## config.mk

```make
export PLATFORM = sky130hd
export DESIGN_NAME = ascii_hex_frame_deframer
export DESIGN_NICKNAME = d
export VERILOG_FILES = /design/src/ahfd_pkg.sv /design/src/ahfd_window_ram.sv /design/src/ahfd_hex_acc.sv /design/src/ascii_hex_frame_deframer.sv
export SDC_FILE = /design/constraint.sdc
export NUM_CORES = 1
export LEC_CHECK = 0
export CAP_MARGIN = 20
export CORE_MARGIN = 10
export CORE_UTILIZATION = 40
export DETAILED_ROUTE_END_ITERATION = 7
export DONT_BUFFER_PORTS = 1
export PLACE_DENSITY = 0.57
export SYNTH_ARGS = -nofsm -noshare
export SYNTH_HDL_FRONTEND = slang
export SYNTH_SLANG_ARGS = --single-unit
```

## constraint.sdc

```tcl
create_clock -name clk -period 3.7 [get_ports clk]
set_clock_uncertainty 0.2 [all_clocks]
set_input_delay 0.37 -clock clk [delete_from_list [all_inputs] [get_ports clk]]
set_output_delay 0.37 -clock clk [all_outputs]
set_load 0.005 [all_outputs]
```

## src/ahfd_pkg.sv

```systemverilog
// Shared types, codes and helpers for the ASCII hex frame deframer.
package ahfd_pkg;

    typedef logic [1:0] kind_t;

    localparam kind_t KIND_ANALOG  = 2'd0;
    localparam kind_t KIND_DIGITAL = 2'd1;
    localparam kind_t KIND_MODE    = 2'd2;
    localparam kind_t KIND_ERROR   = 2'd3;

    typedef logic [1:0] reg_idx_t;

    localparam reg_idx_t REG_START_CHAR    = 2'd0;
    localparam reg_idx_t REG_STOP_CHAR     = 2'd1;
    localparam reg_idx_t REG_ANALOG_COUNT  = 2'd2;
    localparam reg_idx_t REG_DIGITAL_COUNT = 2'd3;

    localparam logic [7:0] RST_START_CHAR    = 8'd35;
    localparam logic [7:0] RST_STOP_CHAR     = 8'd10;
    localparam logic [3:0] RST_ANALOG_COUNT  = 4'd6;
    localparam logic [4:0] RST_DIGITAL_COUNT = 5'd14;

    // Controls of the shared hex accumulator
    typedef struct packed {
        logic clear;
        logic shift;
    } hex_ctrl_t;

    // ASCII hex digit to nibble; anything else reads as zero
    function automatic logic [3:0] hex_nibble(input logic [7:0] c);
        logic [7:0] d;
        d = 8'd0;
        if (c > 8'd47 && c < 8'd58) begin
            d = c - 8'd48;
        end else if (c > 8'd64 && c < 8'd71) begin
            d = c - 8'd55;
        end else if (c > 8'd96 && c < 8'd103) begin
            d = c - 8'd87;
        end
        return d[3:0];
    endfunction

    // Low pin mask; sixteen or more keeps the whole word
    function automatic logic [15:0] pin_mask(input logic [4:0] count);
        logic [15:0] m;
        if (count >= 5'd16) begin
            m = 16'hFFFF;
        end else begin
            m = (16'd1 << count[3:0]) - 16'd1;
        end
        return m;
    endfunction

endpackage

```

## src/ahfd_window_ram.sv

```systemverilog
// Byte window storage: one write port, one registered read port.
module ahfd_window_ram
    import ahfd_pkg::*;
#(
    parameter int DEPTH = 42,
    parameter int AW    = 6
)
(
    input  logic          clk,
    input  logic          wen,
    input  logic [AW-1:0] waddr,
    input  logic [7:0]    wdata,
    input  logic [AW-1:0] raddr,
    output logic [7:0]    rdata
);

    logic [7:0] mem [DEPTH];
    logic [7:0] rdata_reg;

    always_ff @(posedge clk)
    begin
        if (wen)
        begin
            mem[waddr] <= wdata;
        end
        rdata_reg <= mem[raddr];
    end

    assign rdata = rdata_reg;

endmodule

```

## src/ahfd_hex_acc.sv

```systemverilog
// Shared hex digit decoder and 16-bit shift accumulator.
module ahfd_hex_acc
    import ahfd_pkg::*;
(
    input  logic       clk,
    input  hex_ctrl_t  ctrl,
    input  logic [7:0] char_in,
    output logic [15:0] word
);

    logic [15:0] acc_reg;
    logic [15:0] acc_next;

    always_comb
    begin
        acc_next = acc_reg;
        if (ctrl.clear)
        begin
            acc_next = 16'd0;
        end
        else if (ctrl.shift)
        begin
            acc_next = {acc_reg[11:0], hex_nibble(char_in)};
        end
    end

    always_ff @(posedge clk)
    begin
        acc_reg <= acc_next;
    end

    assign word = acc_reg;

endmodule

```

## src/ascii_hex_frame_deframer.sv

```systemverilog
// Top level of the ASCII hex frame deframer: config port, sequencer, output register.
//
//  channel   handshake                 payload                        direction
//  -------   ------------------------  -----------------------------  ---------
//  config    psel/penable/pwrite/pready paddr, pwdata, prdata         in/out
//  rx        in_valid / in_ready       rx_byte                        in
//  result    out_valid / out_ready     kind, channel, value, last     out
//
// A byte other than the stop character is taken and leaves the sequencer idle, ready
// for the next byte. A stop byte that fails the length or fill check goes straight to
// the output step; one that passes has the start position read and checked, and a
// wrong start character goes to the output step. A good frame of n analog words gives
// n+2 words, each loaded into the output register after one pass of the shared hex
// accumulator per digit, fed one byte a cycle from the window RAM read port.
// Reset restores the register defaults and clears the window fill count and the
// pointers; the window RAM itself is never cleared, the fill count tells which bytes
// count. A stalled result holds the sequencer in its output step; a non-stop byte
// is still taken while the last result of a frame waits to be taken.
module ascii_hex_frame_deframer
    import ahfd_pkg::*;
#(
    parameter int MAX_ANALOG   = 8,
    parameter int WINDOW_BYTES = 42
)
(
    input  logic        clk,
    input  logic        rst_n,
    // config port
    input  logic        psel,
    input  logic        penable,
    input  logic        pwrite,
    input  logic [3:0]  paddr,
    input  logic [31:0] pwdata,
    output logic [31:0] prdata,
    output logic        pready,
    // received bytes
    input  logic        in_valid,
    output logic        in_ready,
    input  logic [7:0]  rx_byte,
    // decoded results
    output logic        out_valid,
    input  logic        out_ready,
    output logic [1:0]  kind,
    output logic [2:0]  channel,
    output logic [15:0] value,
    output logic        last
);

    localparam int PTR_W  = (WINDOW_BYTES > 1) ? $clog2(WINDOW_BYTES) : 1;
    localparam int FILL_W = $clog2(WINDOW_BYTES + 1);
    localparam int NW     = $clog2(MAX_ANALOG + 1);
    localparam int WIDX_W = $clog2(MAX_ANALOG + 2);
    localparam int LEN_W  = $clog2(4 * MAX_ANALOG + 11);
    localparam int CW     = $clog2(WINDOW_BYTES + 4 * MAX_ANALOG + 11);

    typedef enum logic [2:0] {
        ST_IDLE,
        ST_PRIME,
        ST_CHECK,
        ST_DEC,
        ST_PUT
    } state_t;

    // Configuration registers
    logic [7:0] start_char_reg;
    logic [7:0] stop_char_reg;
    logic [3:0] analog_count_reg;
    logic [4:0] digital_count_reg;

    // Sequencer and window bookkeeping
    state_t            state_reg;
    logic [PTR_W-1:0]  wr_ptr_reg;
    logic [PTR_W-1:0]  rd_ptr_reg;
    logic [FILL_W-1:0] fill_reg;
    logic [1:0]        digit_reg;
    logic [WIDX_W-1:0] word_idx_reg;
    logic              err_reg;

    // Output register
    logic        out_valid_reg;
    kind_t       kind_reg;
    logic [2:0]  channel_reg;
    logic [15:0] value_reg;
    logic        last_reg;

    // Datapath wires
    logic              in_fire;
    logic              out_free;
    logic              cfg_write;
    logic [NW-1:0]     n_eff;
    logic [LEN_W-1:0]  frame_len;
    logic [FILL_W-1:0] fill_next;
    logic              len_bad;
    logic [CW-1:0]     wr_ext;
    logic [CW-1:0]     len_m1;
    logic [PTR_W-1:0]  start_ptr;
    logic [PTR_W-1:0]  rd_ptr_inc;
    logic [PTR_W-1:0]  wr_ptr_inc;
    logic [7:0]        ram_rdata;
    logic [15:0]       acc_word;
    hex_ctrl_t         hex_ctrl;
    logic [WIDX_W-1:0] n_ext;
    kind_t             word_kind;
    logic              word_last;
    logic [15:0]       word_val;

    assign pready    = 1'b1;
    assign cfg_write = psel && penable && pwrite && pready;
    assign in_ready  = (state_reg == ST_IDLE);
    assign in_fire   = in_valid && in_ready;
    assign out_free  = !out_valid_reg || out_ready;

    // Register read-back
    always_comb
    begin
        prdata = 32'd0;
        unique case (reg_idx_t'(paddr[3:2]))
            REG_START_CHAR:    prdata = {24'd0, start_char_reg};
            REG_STOP_CHAR:     prdata = {24'd0, stop_char_reg};
            REG_ANALOG_COUNT:  prdata = {28'd0, analog_count_reg};
            REG_DIGITAL_COUNT: prdata = {27'd0, digital_count_reg};
            default:           prdata = 32'd0;
        endcase
    end

    // Frame geometry: clamp the analog count, frame length 4n+10
    assign n_eff     = NW'((int'(analog_count_reg) > MAX_ANALOG) ?
                           MAX_ANALOG : int'(analog_count_reg));
    assign frame_len = LEN_W'(4 * int'(n_eff) + 10);
    assign fill_next = (int'(fill_reg) >= WINDOW_BYTES) ? fill_reg : fill_reg + 1'b1;
    assign len_bad   = (CW'(frame_len) > CW'(WINDOW_BYTES)) ||
                       (CW'(fill_next) < CW'(frame_len));

    // Start character sits frame_len-1 places behind the stop byte
    assign wr_ext    = CW'(wr_ptr_reg);
    assign len_m1    = CW'(frame_len) - 1'b1;
    assign start_ptr = (wr_ext >= len_m1) ? PTR_W'(wr_ext - len_m1)
                                          : PTR_W'(wr_ext + CW'(WINDOW_BYTES) - len_m1);

    assign rd_ptr_inc = (int'(rd_ptr_reg) == WINDOW_BYTES - 1) ? '0 : rd_ptr_reg + 1'b1;
    assign wr_ptr_inc = (int'(wr_ptr_reg) == WINDOW_BYTES - 1) ? '0 : wr_ptr_reg + 1'b1;

    // Classify the word just assembled
    assign n_ext = WIDX_W'(n_eff);
    always_comb
    begin
        word_kind = KIND_ANALOG;
        word_last = 1'b0;
        word_val  = acc_word;
        if (word_idx_reg == n_ext)
        begin
            word_kind = KIND_DIGITAL;
            word_val  = acc_word & pin_mask(digital_count_reg);
        end
        else if (word_idx_reg > n_ext)
        begin
            word_kind = KIND_MODE;
            word_last = 1'b1;
            word_val  = acc_word & pin_mask(digital_count_reg);
        end
    end

    always_comb
    begin
        hex_ctrl.clear = (state_reg == ST_CHECK);
        hex_ctrl.shift = (state_reg == ST_DEC);
    end

    ahfd_window_ram #(
        .DEPTH (WINDOW_BYTES),
        .AW    (PTR_W)
    ) u_ram (
        .clk   (clk),
        .wen   (in_fire),
        .waddr (wr_ptr_reg),
        .wdata (rx_byte),
        .raddr (rd_ptr_reg),
        .rdata (ram_rdata)
    );

    ahfd_hex_acc u_hex (
        .clk     (clk),
        .ctrl    (hex_ctrl),
        .char_in (ram_rdata),
        .word    (acc_word)
    );

    // Configuration writes
    always_ff @(posedge clk or negedge rst_n)
    begin
        if (!rst_n)
        begin
            start_char_reg    <= RST_START_CHAR;
            stop_char_reg     <= RST_STOP_CHAR;
            analog_count_reg  <= RST_ANALOG_COUNT;
            digital_count_reg <= RST_DIGITAL_COUNT;
        end
        else if (cfg_write)
        begin
            unique case (reg_idx_t'(paddr[3:2]))
                REG_START_CHAR:    start_char_reg    <= pwdata[7:0];
                REG_STOP_CHAR:     stop_char_reg     <= pwdata[7:0];
                REG_ANALOG_COUNT:  analog_count_reg  <= pwdata[3:0];
                REG_DIGITAL_COUNT: digital_count_reg <= pwdata[4:0];
                default:           ;
            endcase
        end
    end

    // Sequencer: take bytes, check the frame, walk the words
    always_ff @(posedge clk or negedge rst_n)
    begin
        if (!rst_n)
        begin
            state_reg     <= ST_IDLE;
            wr_ptr_reg    <= '0;
            rd_ptr_reg    <= '0;
            fill_reg      <= '0;
            digit_reg     <= '0;
            word_idx_reg  <= '0;
            err_reg       <= 1'b0;
            out_valid_reg <= 1'b0;
            kind_reg      <= KIND_ANALOG;
            channel_reg   <= '0;
            value_reg     <= '0;
            last_reg      <= 1'b0;
        end
        else
        begin
            // drop the result once it is taken, unless the output step refills it
            if (out_valid_reg && out_ready && state_reg != ST_PUT)
            begin
                out_valid_reg <= 1'b0;
            end

            unique case (state_reg)
                ST_IDLE:
                begin
                    if (in_fire)
                    begin
                        wr_ptr_reg <= wr_ptr_inc;
                        fill_reg   <= fill_next;
                        if (rx_byte == stop_char_reg)
                        begin
                            if (len_bad)
                            begin
                                err_reg   <= 1'b1;
                                state_reg <= ST_PUT;
                            end
                            else
                            begin
                                err_reg    <= 1'b0;
                                rd_ptr_reg <= start_ptr;
                                state_reg  <= ST_PRIME;
                            end
                        end
                    end
                end
                ST_PRIME:
                begin
                    // read of the start position is under way
                    rd_ptr_reg <= rd_ptr_inc;
                    state_reg  <= ST_CHECK;
                end
                ST_CHECK:
                begin
                    if (ram_rdata != start_char_reg)
                    begin
                        err_reg   <= 1'b1;
                        state_reg <= ST_PUT;
                    end
                    else
                    begin
                        rd_ptr_reg   <= rd_ptr_inc;
                        digit_reg    <= '0;
                        word_idx_reg <= '0;
                        state_reg    <= ST_DEC;
                    end
                end
                ST_DEC:
                begin
                    digit_reg <= digit_reg + 1'b1;
                    if (digit_reg == 2'd3)
                    begin
                        // hold the pointer so the next byte waits in the read register
                        state_reg <= ST_PUT;
                    end
                    else
                    begin
                        rd_ptr_reg <= rd_ptr_inc;
                    end
                end
                ST_PUT:
                begin
                    if (out_free)
                    begin
                        out_valid_reg <= 1'b1;
                        if (err_reg)
                        begin
                            kind_reg    <= KIND_ERROR;
                            channel_reg <= '0;
                            value_reg   <= '0;
                            last_reg    <= 1'b1;
                            err_reg     <= 1'b0;
                            fill_reg    <= '0;
                            state_reg   <= ST_IDLE;
                        end
                        else
                        begin
                            kind_reg    <= word_kind;
                            channel_reg <= (word_kind == KIND_ANALOG) ? word_idx_reg[2:0]
                                                                      : 3'd0;
                            value_reg   <= word_val;
                            last_reg    <= word_last;
                            if (word_last)
                            begin
                                state_reg <= ST_IDLE;
                            end
                            else
                            begin
                                word_idx_reg <= word_idx_reg + 1'b1;
                                digit_reg    <= '0;
                                rd_ptr_reg   <= rd_ptr_inc;
                                state_reg    <= ST_DEC;
                            end
                        end
                    end
                end
                default:
                begin
                    state_reg <= ST_IDLE;
                end
            endcase
        end
    end

    assign out_valid = out_valid_reg;
    assign kind      = kind_reg;
    assign channel   = channel_reg;
    assign value     = value_reg;
    assign last      = last_reg;

    // A framing error always closes the run of results
    a_err_last: assert property (@(posedge clk) disable iff (!rst_n)
        out_valid_reg && kind_reg == KIND_ERROR |-> last_reg && value_reg == 16'd0)
        else $error("framing error result without last or with a value");

    // A non-stop byte causes no work
    a_plain_byte: assert property (@(posedge clk) disable iff (!rst_n)
        in_fire && rx_byte != stop_char_reg |=> state_reg == ST_IDLE)
        else $error("non-stop byte started the sequencer");

    // Pointers and fill count stay inside the window
    a_bounds: assert property (@(posedge clk) disable iff (!rst_n)
        int'(fill_reg) <= WINDOW_BYTES && int'(wr_ptr_reg) < WINDOW_BYTES &&
        int'(rd_ptr_reg) < WINDOW_BYTES)
        else $error("window pointer or fill count out of range");

    // An error result empties the window
    a_err_flush: assert property (@(posedge clk) disable iff (!rst_n)
        state_reg == ST_PUT && err_reg && out_free |=> fill_reg == '0)
        else $error("framing error did not flush the window");

endmodule

```

Word-level counts from Yosys, hierarchy flattened
Memory sizes are Yosys's and may differ from the RTL's. A register that Yosys moved wholly into a read port is not among the register bits.
Cells that the tools add are included.
{ "totals": {"ff_bits": 92, "latchBits": 0, "ram_bits": 336, "romBits": 0, "in_bits": 51, "out_inout_bits": 57, "memories": 1} }
{ "mem_list": {"columns": ["memory", "depth", "word_bits", "read_ports", "rd_clocked_by_memory_dff", "write_ports", "line_no", "rtl"], "rows": [
  ["u_ram.mem", 42, 8, 1, 1, 1, "ahfd_window_ram.sv:17", "logic [7:0] mem [DEPTH];"]
]} }
{ "op_classes": {"addsub": 14, "mul": 0, "n_div": 0, "magnitude_cmp": 13, "n_eq_ne": 25, "shift": 1, "mux": 67, "bitwise_logic": 2, "n_reduce_logical": 31} }
{ "op_table": {"columns": ["operator", "n"], "rows": [
  ["one-hot mux 32 bit (4 select lines)", 1],
  ["two-way mux 16 bit", 7],
  ["two-way mux 6 bit", 15],
  ["AND 16 bit", 2],
  ["two-way mux 4 bit", 8],
  ["one-hot mux 6 bit (5 select lines)", 1],
  ["two-way mux 3 bit", 8],
  ["adder 6 x 1 -> 6 bit (second input constant)", 3],
  ["two-way mux 2 bit", 9],
  ["> comparator 8 x 7 -> 1 bit (second input constant)", 2],
  ["< comparator 8 x 7 -> 1 bit (second input constant)", 2],
  ["left shift 1 x 4 -> 16 bit (first input constant)", 1],
  ["subtractor 16 x 1 -> 16 bit (second input constant)", 1],
  ["one-hot mux 3 bit (5 select lines)", 1],
  ["AND reduction 5 bit", 3],
  ["!= test 2 bit (second input constant)", 7],
  ["two-way mux 1 bit", 13],
  ["== test 6 bit (second input constant)", 2],
  ["one-hot mux 6 bit (2 select lines)", 1],
  ["AND reduction 2 bit", 6],
  ["subtractor 6 bit", 2],
  ["AND reduction 9 bit", 1],
  ["== test 8 bit", 1],
  ["> comparator 8 x 6 -> 1 bit (second input constant)", 1],
  ["other kinds (36)", 55]
]} }

Depth between registers and ports, before layout
Gate-level depths: netlist (run 1).
{ "logic_depth": {"ltp_word": 10, "mapped_depth": 13} }

By module
Synthesis (run 1) repeated with hierarchy kept, for this count alone.
{ "unflattened": {"hier_cells": 1335, "hier_area_um2": 19459.9} }
{ "modules_own_cells": {"columns": ["module", "n_inst", "cells_per_inst", "area_each_um2", "seq_area_each_um2"], "rows": [
  ["ahfd_window_ram", 1, 734, 13741.9, 10249.8],
  ["ascii_hex_frame_deframer", 1, 531, 5023.6, 1889.3],
  ["ahfd_hex_acc", 1, 70, 694.4, 320.3]
]} }

Worst setup path before layout (run 1)
Ideal clock, no wire load.
{ "synth_timing": {"kind": "reg2reg", "from": "register fill_reg[0]", "to": "register rd_ptr_reg[4]", "t_arrival_ns": 2.935, "required_ns": 3.372, "path_slack_ns": 0.437, "stages_incl_launch_ff": 14, "period_less_slack_ns": 3.263, "path_cell_list": "dfrtp_1 > inv_1 > ha_1 > o31a_1 > o21ai_0 > nand4_1 > xnor2_1 > ha_1 > a21oi_1 > a21boi_0 > or3_1 > o221a_4 > nand2_4 > mux2_1"} }
{ "synth_between": {"elab_chain_cells": 6, "elab_cells_between_ends": 7} }
{ "synth_lines": {"columns": ["item", "line_no", "rtl"], "rows": [
  ["start: declaration", "ascii_hex_frame_deframer.sv:74", "logic [FILL_W-1:0] fill_reg;"],
  ["start signal: assignment", "ascii_hex_frame_deframer.sv:242", "fill_reg <= fill_next;"],
  ["adder 6 x 1 -> 6 bit or greater-or-equal comparator 6 bit (tied branches)", "ascii_hex_frame_deframer.sv:130", "assign fill_next = (int'(fill_reg) >= WINDOW_BYTES) ? fill_reg : fill_reg + 1'b1;"],
  ["two-way mux 6 bit (*)", "ascii_hex_frame_deframer.sv:130", null],
  ["< comparator 6 bit (*)", "ascii_hex_frame_deframer.sv:132", "(CW'(fill_next) < CW'(frame_len));"],
  ["logical OR 1 bit (*)", "ascii_hex_frame_deframer.sv:131", "assign len_bad = (CW'(frame_len) > CW'(WINDOW_BYTES)) ||"],
  ["!= test 2 bit (no line) (*)", null, null],
  ["AND reduction 9 bit (no line) (*)", null, null],
  ["end signal: assignment", "ascii_hex_frame_deframer.sv:253", "rd_ptr_reg <= start_ptr;"],
  ["end signal: assignment", "ascii_hex_frame_deframer.sv:262", "rd_ptr_reg <= rd_ptr_inc;"],
  ["end signal: assignment", "ascii_hex_frame_deframer.sv:274", "rd_ptr_reg <= rd_ptr_inc;"],
  ["end: declaration", "ascii_hex_frame_deframer.sv:73", "logic [PTR_W-1:0] rd_ptr_reg;"]
]} }
Every way passes the cells marked *; elsewhere a longest branch is shown, timed or not.
A chain may end at the register's enable or synchronous reset.

Worst setup path in the final report (run 1)
{ "layout_timing": {"from": "register fill_reg[0]", "to": "register rd_ptr_reg[0]"} }
Same word-level chain as after synthesis.

==> results of run 1 <==
[power by group through the flow]
| stage | combinational (mW) | clock, mW | sequential, mW |
|---|---|---|---|
| after floorplan | 3.94 | 0 | 5.93 |
| after global placement | 4.81 | 0 | 6.31 |
| after detailed placement | 4.83 | 0 | 6.32 |
| after CTS | 4.99 | 4.77 | 6.22 |
| after global routing | 5.39 | 4.96 | 6.29 |
| final | 4.94 | 4.64 | 6.22 |
[cells by family after synthesis]
group / count (synthesis)
buffers and inverters: 126
other: 2
flip-flops: 435
XOR/XNOR: 34
adder cells (fa/ha/maj): 30
AND/OR/NAND/NOR: 263
multiplexers: 162
AO/OA/AOI/OAI: 172
[routing by layer]
metal / wire length [microns] / vias up / share of wire
met1: 19200 / 5407 / 0.43
met5: 13 / - / 0.00029
met2: 21500 / 255 / 0.49
met3: 2170 / 74 / 0.049
li1: - / 4846 / -
met4: 1430 / 2 / 0.032
[repair_timing]
action	4_1_cts	5_1_grt
resized for setup	0	1
setup endpoints to repair	0	2
endpoints found under the hold margin	444	0
hold buffers	35	0
[critical path, cell delays in order, from the launching register on]
cell      delay [ns]
dfrtp_1         0.39
inv_1           0.06
ha_1            0.20
o31a_1          0.24
o21ai_1         0.20
nand4_1         0.14
xnor2_1         0.22
ha_1            0.29
a21oi_1         0.13
a21boi_0        0.12
or3_1           0.34
o221a_4         0.26
nand2_4         0.11
mux2_1          0.32
[layout make-up]
class                      instances  share of cell area
inverter                          35             0.00601
sequential                       435               0.570
clock inverter                    29              0.0137
clock buffer                      58              0.0567
tap                              607              0.0347
multi-input combinational        686               0.276
timing repair buffer              94              0.0425
antenna                            2            0.000229
[how the worst max path moves through the flow]
| stage | startpoint | to | slack (ns) | cells after the start |
|---|---|---|---|---|
| 2_1_floorplan | fill_reg[0]$_DFFE_PN0P_ | rd_ptr_reg[4]$_DFFE_PN0P_ | 0.44 | 13 |
| 3_3_place_gp | fill_reg[0]$_DFFE_PN0P_ | rd_ptr_reg[0]$_DFFE_PN0P_ | 0.31 | 13 |
| 3_5_place_dp | fill_reg[0]$_DFFE_PN0P_ | rd_ptr_reg[1]$_DFFE_PN0P_ | 0.29 | 13 |
| 4_1_cts | fill_reg[0]$_DFFE_PN0P_ | rd_ptr_reg[0]$_DFFE_PN0P_ | 0.27 | 13 |
| 5_1_grt | fill_reg[0]$_DFFE_PN0P_ | rd_ptr_reg[0]$_DFFE_PN0P_ | 0.09 | 13 |
| 6_report | fill_reg[0]$_DFFE_PN0P_ | rd_ptr_reg[0]$_DFFE_PN0P_ | 0.35 | 13 |
[through the flow]
stage / util / hold slack [ns] / cells
floorplan: - / -0.126 / 1247
global placement: 0.424 / -0.123 / 1822
detailed placement: 0.424 / -0.123 / 1822
CTS: 0.467 / 0.00667 / 1944
global route: 0.467 / 0.0338 / 1946
finish: 0.467 / 0.0381 / 1946
[cells in the final DEF (no fill, tap or decap), types with 14 or more instances in the layout]
| cell type | netlist | layout |
|---|---|---|
| clkbuf_16 | 0 | 48 |
| conb_1 | 2 | 25 |
| ha_1 | 29 | 29 |
| dfrtp_1 | 65 | 62 |
| mux4_2 | 92 | 92 |
| dfxtp_1 | 24 | 24 |
| inv_1 | 34 | 34 |
| o211ai_1 | 14 | 14 |
| o21ai_0 | 32 | 31 |
| nand3_1 | 15 | 15 |
| nor2_1 | 79 | 79 |
| nand2_1 | 89 | 89 |
| a21oi_1 | 23 | 23 |
| mux2i_1 | 32 | 32 |
| buf_4 | 29 | 56 |
| xnor2_1 | 21 | 21 |
| mux2_2 | 35 | 35 |
| dlygate4sd3_1 | 0 | 26 |
| edfxtp_1 | 336 | 336 |
==> metrics.md, run 1 <==
| Metric | Value |
|---|---|
| Die area | 56800 sq um |
| Die width | 238 microns |
| Clock power share | 0.294 |
| IO Pins | 108 |
| Synth Cell Area | 19100 sq um |
| Yosys warning total | 0 |
| Post-synthesis average cell area | roughly 16 sq um |
| Fin crit share | 0.907 |
| Cell row count | just under 80 |
| CP Capture Type | register |
| DRC Markers | 0 |
| Worst r2r dst | rd_ptr_reg[0]$_DFFE_PN0P_ |
| CP required | 3.96 ns |
| Final WL | 44300 microns |
| Detailed-router iteration count before antenna repair | 5 |
| Post-synth top cells | edfxtp_1, mux4_2, nand2_1 |
| Root Driver | clkbuf_16 |
| FF-to-FF setup slack | 0.35 ns |
| # Post-CTS Setup Buffers | 0 |
| Met3 GRT Util | 0.0339 |
| Distinct cells, synth | 75 |
| Hold path cells | 3 |
| Mapped Cells | roughly 1200 |
| Die Ht | 238 microns |
| DR WL/cell | 22.8 microns |
| Synth area leaders | edfxtp_1, mux4_2, dfrtp_1, dfxtp_1, mux2_2 |
| Met1 usage | 0.202 |
| Crit path max fanout | 6 |
| Switching pwr | 5.20 mW |
| Predominant post-synthesis flop cell | edfxtp_1 |
| First DRT Iteration DRCs | 783 |
| Count leader, synth | edfxtp_1 |
| Antenna-violating nets left | 0 |
| Setup Viol. Count Final | 0 |
| DP Wirelength | 27500 microns |
| Area of the multi-input gates | 6030 sq um |
| Clock-pin slew on the worst setup and hold paths | approximately 0.060 ns |
| Synthesis-stage register bit count | 435 |
| Final instance area | 21900 sq um |
| Worst relative slew slack | 0.361 |
| Num Clock Sinks | between 400 and 500 |
| Worst Path Arrival | 3.61 ns |
| Reg area | roughly 12000 sq um |
| CTS H-tree depth | 2 |
| Final #Nets | 1380 |
| Clk buf depth | 3 |
| Fmax | 298 MHz |
| Cells on worst reg2reg path | 13 |
| Vias/cell | 5.44 |
| Clock latency on the worst-skew pair | 0.58 ns |
| EDFF count, synth | 336 |
| Static leakage | 7.55 nW |
| First-pass GRT wire length | 67700 microns |
| Register area share after synthesis | 0.654 |
| Setup TNS | 0 ns |
| Hold path endpoint | digital_count_reg[3]$_DFFE_PN1P_ |
| Status | completed |
| Pin count of the biggest net entering global routing | 76 |
| All-layer global routing usage | 0.157 |
| Compound-Gate Fraction of Synth Area | 0.0612 |
| Yosys top cell area share | 0.529 |
| Combinational fraction of design power | 0.313 |
| Core Area | 46900 sq um |
| Hold path startpoint | paddr[3] |
| CP startpoint kind | register |
| Crit path kind | reg2reg |
| Net Sw Frac | 0.329 |
| CTS tree | built |
| Slew Viols, Final | 0 |
| Grt met2 use | 0.257 |
| Tot Pwr | 15.8 mW |
| Max reg flops | 336 |
| Port-buffer cells | 0 |
| Final min period | roughly 3.4 ns |
| Final hold viol count | 0 |
| Cell Pwr Density | a little over 700 nW/um^2 |
| Largest family of logic cells by synthesized area | multiplexers |
| RSZ-0062 raised after global routing | false |
| Peak VDD IR | 449 uV |
| Max_cap viols | 0 |
| Xor/xnor share of the synthesized area | 0.0156 |
| Top Usage Layer GRT | met2 |
| GRT overflow | 0 |
| Mux share of post-synthesis cell area | 0.148 |
| Internal power | 10.6 mW |
| Async SR Flop Fraction | 0.172 |
| Initial core utilization | 0.407 |
| Fillcell total | about 4000 |
| Vias in the first global route | around 11000 |
| Pre-CTS setup slack | between 0.2 and 0.3 ns |
| Inserted Clock Buffers | 47 |
| Actual slew at the worst max-slew pin | 0.957 ns |
| Min-Delay Path Class | in2reg |
| Sequential share of power | 0.394 |
| Synth area leader | edfxtp_1 |
| Layout cell share with drive strength beyond 1 | 0.220 |
| Reg-to-Reg Start | fill_reg[0]$_DFFE_PN0P_ |
| Final WS setup | around 0.35 ns |
| Total vias in the final route | 10600 |
| Simple-Gate Fraction of Synth Area | 0.0667 |
| Area delta synth->final | 14.7% |
| Initial antenna violation count | 2 |
| Placed inst area | between 15000 and 20000 sq um |
| Post-synthesis adder-cell area fraction | 0.0201 |
| GPL Wtd Cong | 0.796 |
(Power assumes the default switching activity.)
==> run 2: changes to the inputs <==
--- a/config.mk
+++ b/config.mk
@@ -11,6 +11,7 @@
 export DETAILED_ROUTE_END_ITERATION = 7
 export DONT_BUFFER_PORTS = 1
 export PLACE_DENSITY = 0.57
+export REMOVE_ABC_BUFFERS = 1
 export SYNTH_ARGS = -nofsm -noshare
 export SYNTH_HDL_FRONTEND = slang
 export SYNTH_SLANG_ARGS = --single-unit
==> constraint.sdc (replaced) <==
create_clock -name clk -period 3.7 [get_ports clk]
set_clock_uncertainty 0.2 [all_clocks]
set_input_delay 0 -clock clk [delete_from_list [all_inputs] [get_ports clk]]
set_output_delay 0 -clock clk [all_outputs]
set_load 0.005 [all_outputs]
==> metrics.md, run 2 (same netlist as run 1, synthesis figures left out) <==
| Metric | Value |
|---|---|
| # Post-CTS Setup Buffers | 0 (unchanged) |
| Max reg flops | 336 (unchanged) |
| Max_cap viols | 0 (unchanged) |
| Final min period | 3.38 ns (+0.0215 ns) |
| First-pass GRT wire length | 68800 microns (+1.7%) |
| Cell Pwr Density | 716 nW/um^2 (-0.81%) |
| First DRT Iteration DRCs | 829 (+5.9%) |
| Final WS setup | 0.324 ns (-0.0215 ns) |
| Setup Viol. Count Final | 0 (unchanged) |
| DP Wirelength | 27700 microns (+0.63%) |
| Vias in the first global route | 11000 (+2.1%) |
| Final instance area | 22000 sq um (+0.68%) |
| Initial antenna violation count | 1 (-1) |
| Hold Slack | -0.0251 ns (-0.0632 ns) |
| Clock-pin slew on the worst setup and hold paths | 0.06 ns (about the same) |
| CTS H-tree depth | 2 (unchanged) |
| CP max stage delay | 0.40 ns (about the same) |
| CP cell instances | inv_1, ha_1, o31a_1, o21ai_0, nand4_1, xnor2_1, ha_1, a21oi_1, a21boi_0, or3_1, o221a_4, nand2_4, mux2_1 |
| Final WL | 44400 microns (+0.27%) |
| Slew Viols, Final | 0 (unchanged) |
| Num Clock Sinks | 435 (unchanged) |
| Cell mode on critical path | ha_1 |
| Failing checks | hold timing |
| Worst Path Arrival | 3.63 ns (+0.02 ns) |
| Die width | 238 microns (unchanged) |
| All-layer global routing usage | 0.159 (+0.00178) |
| CP max-delay cell | dfrtp_1 |
| Crit path kind | reg2reg |
| Status | complete, but fails checks |
| Detailed-router iteration count before antenna repair | 5 (unchanged) |
| Non-filler cells, final | 1961 (+0.77%) |
| Min-Delay Path Class | in2out |
| Fmax | 296 MHz (-0.64%) |
| Clk buf depth | 3 (unchanged) |
| Die Ht | 238 microns (unchanged) |
| Antenna-violating nets left | 0 (unchanged) |
| CP required | 3.95 ns (about the same) |
| Inserted Clock Buffers | 46 (-2.1%) |
| Die area | 56800 sq um (unchanged) |
| Initial core utilization | 0.407 (unchanged) |
| Pre-CTS setup slack | 0.316 ns (+0.0277 ns) |
| Actual slew at the worst max-slew pin | 0.961 ns (+0.00416 ns) |
| Fin util | 0.470 (+0.00318) |
| DR WL/cell | 22.7 microns (-0.50%) |
| Cts repair resizes | 0 (unchanged) |
| Port-buffer cells | 0 (unchanged) |
| Layout cell share with drive strength beyond 1 | 0.210 (-0.00984) |
| Crit path max fanout | 6 (unchanged) |
| Root Driver | clkbuf_16 |
| GPL Wtd Cong | 0.812 (+2.0%) |
| Cell row count | 79 (unchanged) |
| Hold-fix buffers, CTS | 53 (+51%) |
| Core Area | 46900 sq um (unchanged) |
| Pin count of the biggest net entering global routing | 66 (-13%) |
| CP Buf/Inv Count | 1 (unchanged) |
| Post-Place Cells | 1820 (-0.11%) |
| GRT overflow | 0 (unchanged) |
| CTS tree | built |
| RSZ-0062 raised after global routing | false |
| Placed inst area | 19900 sq um (about the same) |
| Commonest cells after routing, fill and taps aside | edfxtp_1, mux4_2, nand2_1 |
| Vias/cell | 5.41 (-0.58%) |
| CP top delay family | compound AO/OA/AOI/OAI gates |
| Commonest non-fill, non-tap cell in the layout | edfxtp_1 |
| Fin crit share | 0.912 (+0.00582) |
| Worst relative slew slack | 0.358 (-0.00278) |
| Static leakage | 7.61 nW (+0.83%) |
| Total vias in the final route | 10600 (+0.19%) |
| Clock latency on the worst-skew pair | 0.58 ns (about the same) |
| Setup TNS | 0 ns (unchanged) |
| DRC Markers | 0 (unchanged) |
| CP Capture Type | register |
| Peak VDD IR | 396 uV (-12%) |
| Final #Nets | 1395 (+1.1%) |
| CP startpoint kind | register |
| Area delta synth->final | 15.5% |
| IO Pins | 108 (unchanged) |
| Final hold viol count | 1 (+1) |
==> run 2: cell types whose count changed in the layout (fill, tap and decap cells not counted), sizes merged <==
cell,change
clkbuf,+2
clkinv,-2
clkinvlp,-2
bufinv,+1
dlygate4sd3,+17
buf,-1
==> run 2: stage by stage <==
step	total power, mW	hold WS, ns
2_1_floorplan	9.76	-0.496
5_1_grt	16.6	0.00676
4_1_cts	16.0	0.000388
3_5_place_dp	11.2	-0.493
6_report	15.8	-0.0251
3_3_place_gp	11.1	-0.493
==> run 2: cell type report <==
type                    count  area (sq um)
inverters                  35           131
clock buffers              60          1240
well taps                 607           759
repair buffers            110          1110
fillers                  4091         24800
diodes                      2          5.00
clock inverters            26           260
multi-input cells         686          6030
flip-flops and latches    435         12500
==> run 2: per-layer routing <==
metal  global-route usage  up-vias  routed length (microns)
li1                     -     4882                        -
met1                0.209     5450                    19800
met2                0.264      206                    21800
met3               0.0243       66                     1730
met4               0.0522        0                     1110
met5                    0        -                        0
==> run 2: final timing paths <==
kind / start / to / slack, ns / cells past startpoint
worst max register to register: fill_reg[0]$_DFFE_PN0P_ / rd_ptr_reg[4]$_DFFE_PN0P_ / 0.32 / 13
worst max-delay path: fill_reg[0]$_DFFE_PN0P_ / rd_ptr_reg[4]$_DFFE_PN0P_ / 0.32 / 13
worst min-delay path: paddr[3] / prdata[4] / -0.03 / 2
worst min register to register: u_hex.word[12]$_SDFFE_PP0P_ / u_hex.word[12]$_SDFFE_PP0P_ / 0.25 / 2
max in group asynchronous: rst_n / wr_ptr_reg[5]$_DFFE_PN0P_ / 2.52 / 4
min in group asynchronous: rst_n / digital_count_reg[3]$_DFFE_PN1P_ / 0.43 / 3
==> run 2: power breakdown <==
group	internal [mW]	total, mW	switching (mW)
sequential	5.64	6.23	0.585
combinational	2.29	4.96	2.68
clock	2.72	4.58	1.85
==> run 2: worst register-to-register path: stages, from the launching register on <==
cell      delay [ns]
dfrtp_1         0.40
inv_1           0.06
ha_1            0.20
o31a_1          0.23
o21ai_0         0.21
nand4_1         0.14
xnor2_1         0.22
ha_1            0.29
a21oi_1         0.14
a21boi_0        0.14
or3_1           0.34
o221a_4         0.26
nand2_4         0.11
mux2_1          0.33
==> run 3: changes to the inputs <==
--- a/config.mk
+++ b/config.mk
@@ -7,10 +7,10 @@
 export LEC_CHECK = 0
 export CAP_MARGIN = 20
 export CORE_MARGIN = 10
-export CORE_UTILIZATION = 40
+export CORE_UTILIZATION = 50
 export DETAILED_ROUTE_END_ITERATION = 7
 export DONT_BUFFER_PORTS = 1
-export PLACE_DENSITY = 0.57
+export PLACE_DENSITY = 0.68
 export REMOVE_ABC_BUFFERS = 1
 export SYNTH_ARGS = -nofsm -noshare
 export SYNTH_HDL_FRONTEND = slang
==> metrics.md, run 3 (same netlist as run 1, synthesis figures left out) <==
| Metric | Value |
|---|---|
| Port-buffer cells | 0 (unchanged) |
| CP Capture Type | register |
| Vias in the first global route | 10900 (-1.4%) |
| Clock-pin slew on the worst setup and hold paths | 0.06 ns (about the same) |
| Status | complete, but fails checks |
| CP max stage delay | 0.40 ns (about the same) |
| Final hold viol count | 1 (unchanged) |
| IO Pins | 108 (unchanged) |
| Root Driver | clkbuf_16 |
| Final WL | 42800 microns (-3.6%) |
| Final WS setup | 0.283 ns (-0.0416 ns) |
| Cell mode on critical path | ha_1 |
| Cell row count | 71 (-10%) |
| Reg area | 12500 sq um (unchanged) |
| Crit path kind | reg2reg |
| Final #Nets | 1383 (-0.86%) |
| Fillcell total | 2880 (-30%) |
| DP Wirelength | 26700 microns (-3.4%) |
| Peak VDD IR | 405 uV (+2.4%) |
| Final min period | 3.42 ns (+0.0415 ns) |
| Fmax | 293 MHz (-1.2%) |
| Commonest cells after routing, fill and taps aside | edfxtp_1, mux4_2, nand2_1 |
| Fin util | 0.577 (+0.108) |
| Max_cap viols | 0 (unchanged) |
| Failing checks | hold timing |
| Actual slew at the worst max-slew pin | 0.905 ns (-0.0562 ns) |
| Pre-CTS setup slack | 0.345 ns (+0.0289 ns) |
| Hold Slack | -0.00263 ns (+0.0225 ns) |
| Final instance area | 21800 sq um (-1.2%) |
| Detailed-router iteration count before antenna repair | 5 (unchanged) |
| Clk buf depth | 3 (unchanged) |
| CP required | 3.94 ns (about the same) |
| CP Buf/Inv Count | 1 (unchanged) |
| Area of the multi-input gates | 6030 sq um (unchanged) |
| DR WL/cell | 23.1 microns (+2.1%) |
| CP top delay family | compound AO/OA/AOI/OAI gates |
| Die area | 46300 sq um (-18%) |
| Setup Viol. Count Final | 0 (unchanged) |
| Cts repair resizes | 0 (unchanged) |
| Max reg flops | 336 (unchanged) |
| Num Clock Sinks | 435 (unchanged) |
| GRT overflow | 0 (unchanged) |
| CTS tree | built |
| Crit path max fanout | 6 (unchanged) |
| Pin count of the biggest net entering global routing | 66 (unchanged) |
| Tot Pwr | 15.6 mW (-0.81%) |
| Slew Viols, Final | 0 (unchanged) |
| Commonest non-fill, non-tap cell in the layout | edfxtp_1 |
| Static leakage | 7.53 nW (-1.1%) |
| Vias/cell | 5.80 (+7.3%) |
| DRC Markers | 0 (unchanged) |
| First DRT Iteration DRCs | 991 (+20%) |
| First-pass GRT wire length | 66000 microns (-4.0%) |
| GPL Wtd Cong | 0.837 (+3.1%) |
| Die width | 215 microns (-9.7%) |
| Inserted Clock Buffers | 45 (-2.2%) |
| Antenna-violating nets left | 0 (unchanged) |
| Area delta synth->final | 14.1% |
| Clock latency on the worst-skew pair | 0.56 ns (-0.02 ns) |
| Placed inst area | 19700 sq um (-0.91%) |
| Worst Path Arrival | 3.66 ns (+0.03 ns) |
| CP max-delay cell | dfrtp_1 |
| CP startpoint kind | register |
| Min-Delay Path Class | in2out |
| Total vias in the final route | 10700 (+1.3%) |
| All-layer global routing usage | 0.184 (+0.0252) |
| Core Area | 37700 sq um (-20%) |
| Fin crit share | 0.924 (+0.0112) |
| Initial antenna violation count | 2 (+1) |
| CTS H-tree depth | 2 (unchanged) |
| Cell Pwr Density | 719 nW/um^2 (+0.37%) |
| CP cell instances | inv_1, ha_1, o31a_1, o21ai_0, nand4_1, xnor2_1, ha_1, a21oi_1, a21boi_0, or3_1, o221a_4, nand2_4, mux2_1 |
| Worst relative slew slack | 0.395 (+0.0375) |
| Die Ht | 215 microns (-9.7%) |
| Initial core utilization | 0.506 (+0.0992) |
| RSZ-0062 raised after global routing | false |
| Layout cell share with drive strength beyond 1 | 0.207 (-0.00272) |
==> run 3: cell types whose count changed in the layout (fill, tap and decap cells not counted), sizes merged <==
cell         change
clkbuf           -5
inv              -1
dlygate4sd3      -4
clkinv           +1
buf              -7
diode            +2
==> run 3: report_power, final <==
group | leakage (nW) | switching, mW | total (mW) | internal, mW
logic | 2.66 | 2.57 | 4.88 | 2.31
clock network | 0.707 | 1.82 | 4.45 | 2.62
registers | 4.16 | 0.678 | 6.32 | 5.64
==> run 3: timing repair <==
action | in CTS | in global routing
buffers inserted | 0 | 0
hold buffers | 49 | 0
setup endpoints to repair | 0 | 0
hold endpoints to repair | 468 | 0
==> run 3: worst paths after layout <==
check                                                start                       endpoint  slack (ns)  cells after the start
worst max-delay path               fill_reg[0]$_DFFE_PN0P_      rd_ptr_reg[4]$_DFFE_PN0P_        0.28                     13
worst min-delay path                              paddr[2]                      prdata[7]      -0.003                      2
worst max register to register     fill_reg[0]$_DFFE_PN0P_      rd_ptr_reg[4]$_DFFE_PN0P_        0.28                     13
worst min register to register  u_hex.word[9]$_SDFFE_PP0P_     u_hex.word[9]$_SDFFE_PP0P_        0.25                      2
max in group asynchronous                            rst_n      rd_ptr_reg[0]$_DFFE_PN0P_        2.52                      4
min in group asynchronous                            rst_n  start_char_reg[0]$_DFFE_PN1P_        0.42                      3
==> run 3: per-layer routing <==
layer  vias to the layer above  GRT usage  part of all wire  routed length, microns
li1                       4858          -                 -                       -
met1                      5503      0.242              0.43                   18500
met2                       300      0.303              0.49                   21000
met3                        78     0.0327             0.050                    2150
met4                         0     0.0620             0.027                    1180
met5                         -          0                 0                       0
==> run 3: area by class of cell <==
| cell class | count | area share |
|---|---|---|
| antenna | 4 | 0.000460 |
| clock buffer | 55 | 0.0545 |
| clock inverter | 26 | 0.0120 |
| inverter | 35 | 0.00604 |
| multi-input combinational | 686 | 0.277 |
| sequential | 435 | 0.573 |
| tap | 511 | 0.0294 |
| timing repair buffer | 99 | 0.0472 |
==> run 3: worst reg2reg max path, cell delays in order (launching register included) <==
cell and delay, ns:
dfrtp_1 0.40, inv_1 0.06, ha_1 0.20, o31a_1 0.23, o21ai_0 0.25, nand4_1 0.17, xnor2_1 0.22, ha_1 0.29
a21oi_1 0.13, a21boi_0 0.12, or3_1 0.33, o221a_4 0.26, nand2_4 0.11, mux2_1 0.33
==> run 3: through the flow <==
stage,instances,setup TNS (ns)
after floorplan,1156,-18.38
after global placement,1716,0
after detailed placement,1716,0
after CTS,1846,0
after global routing,1848,0
final,1851,0
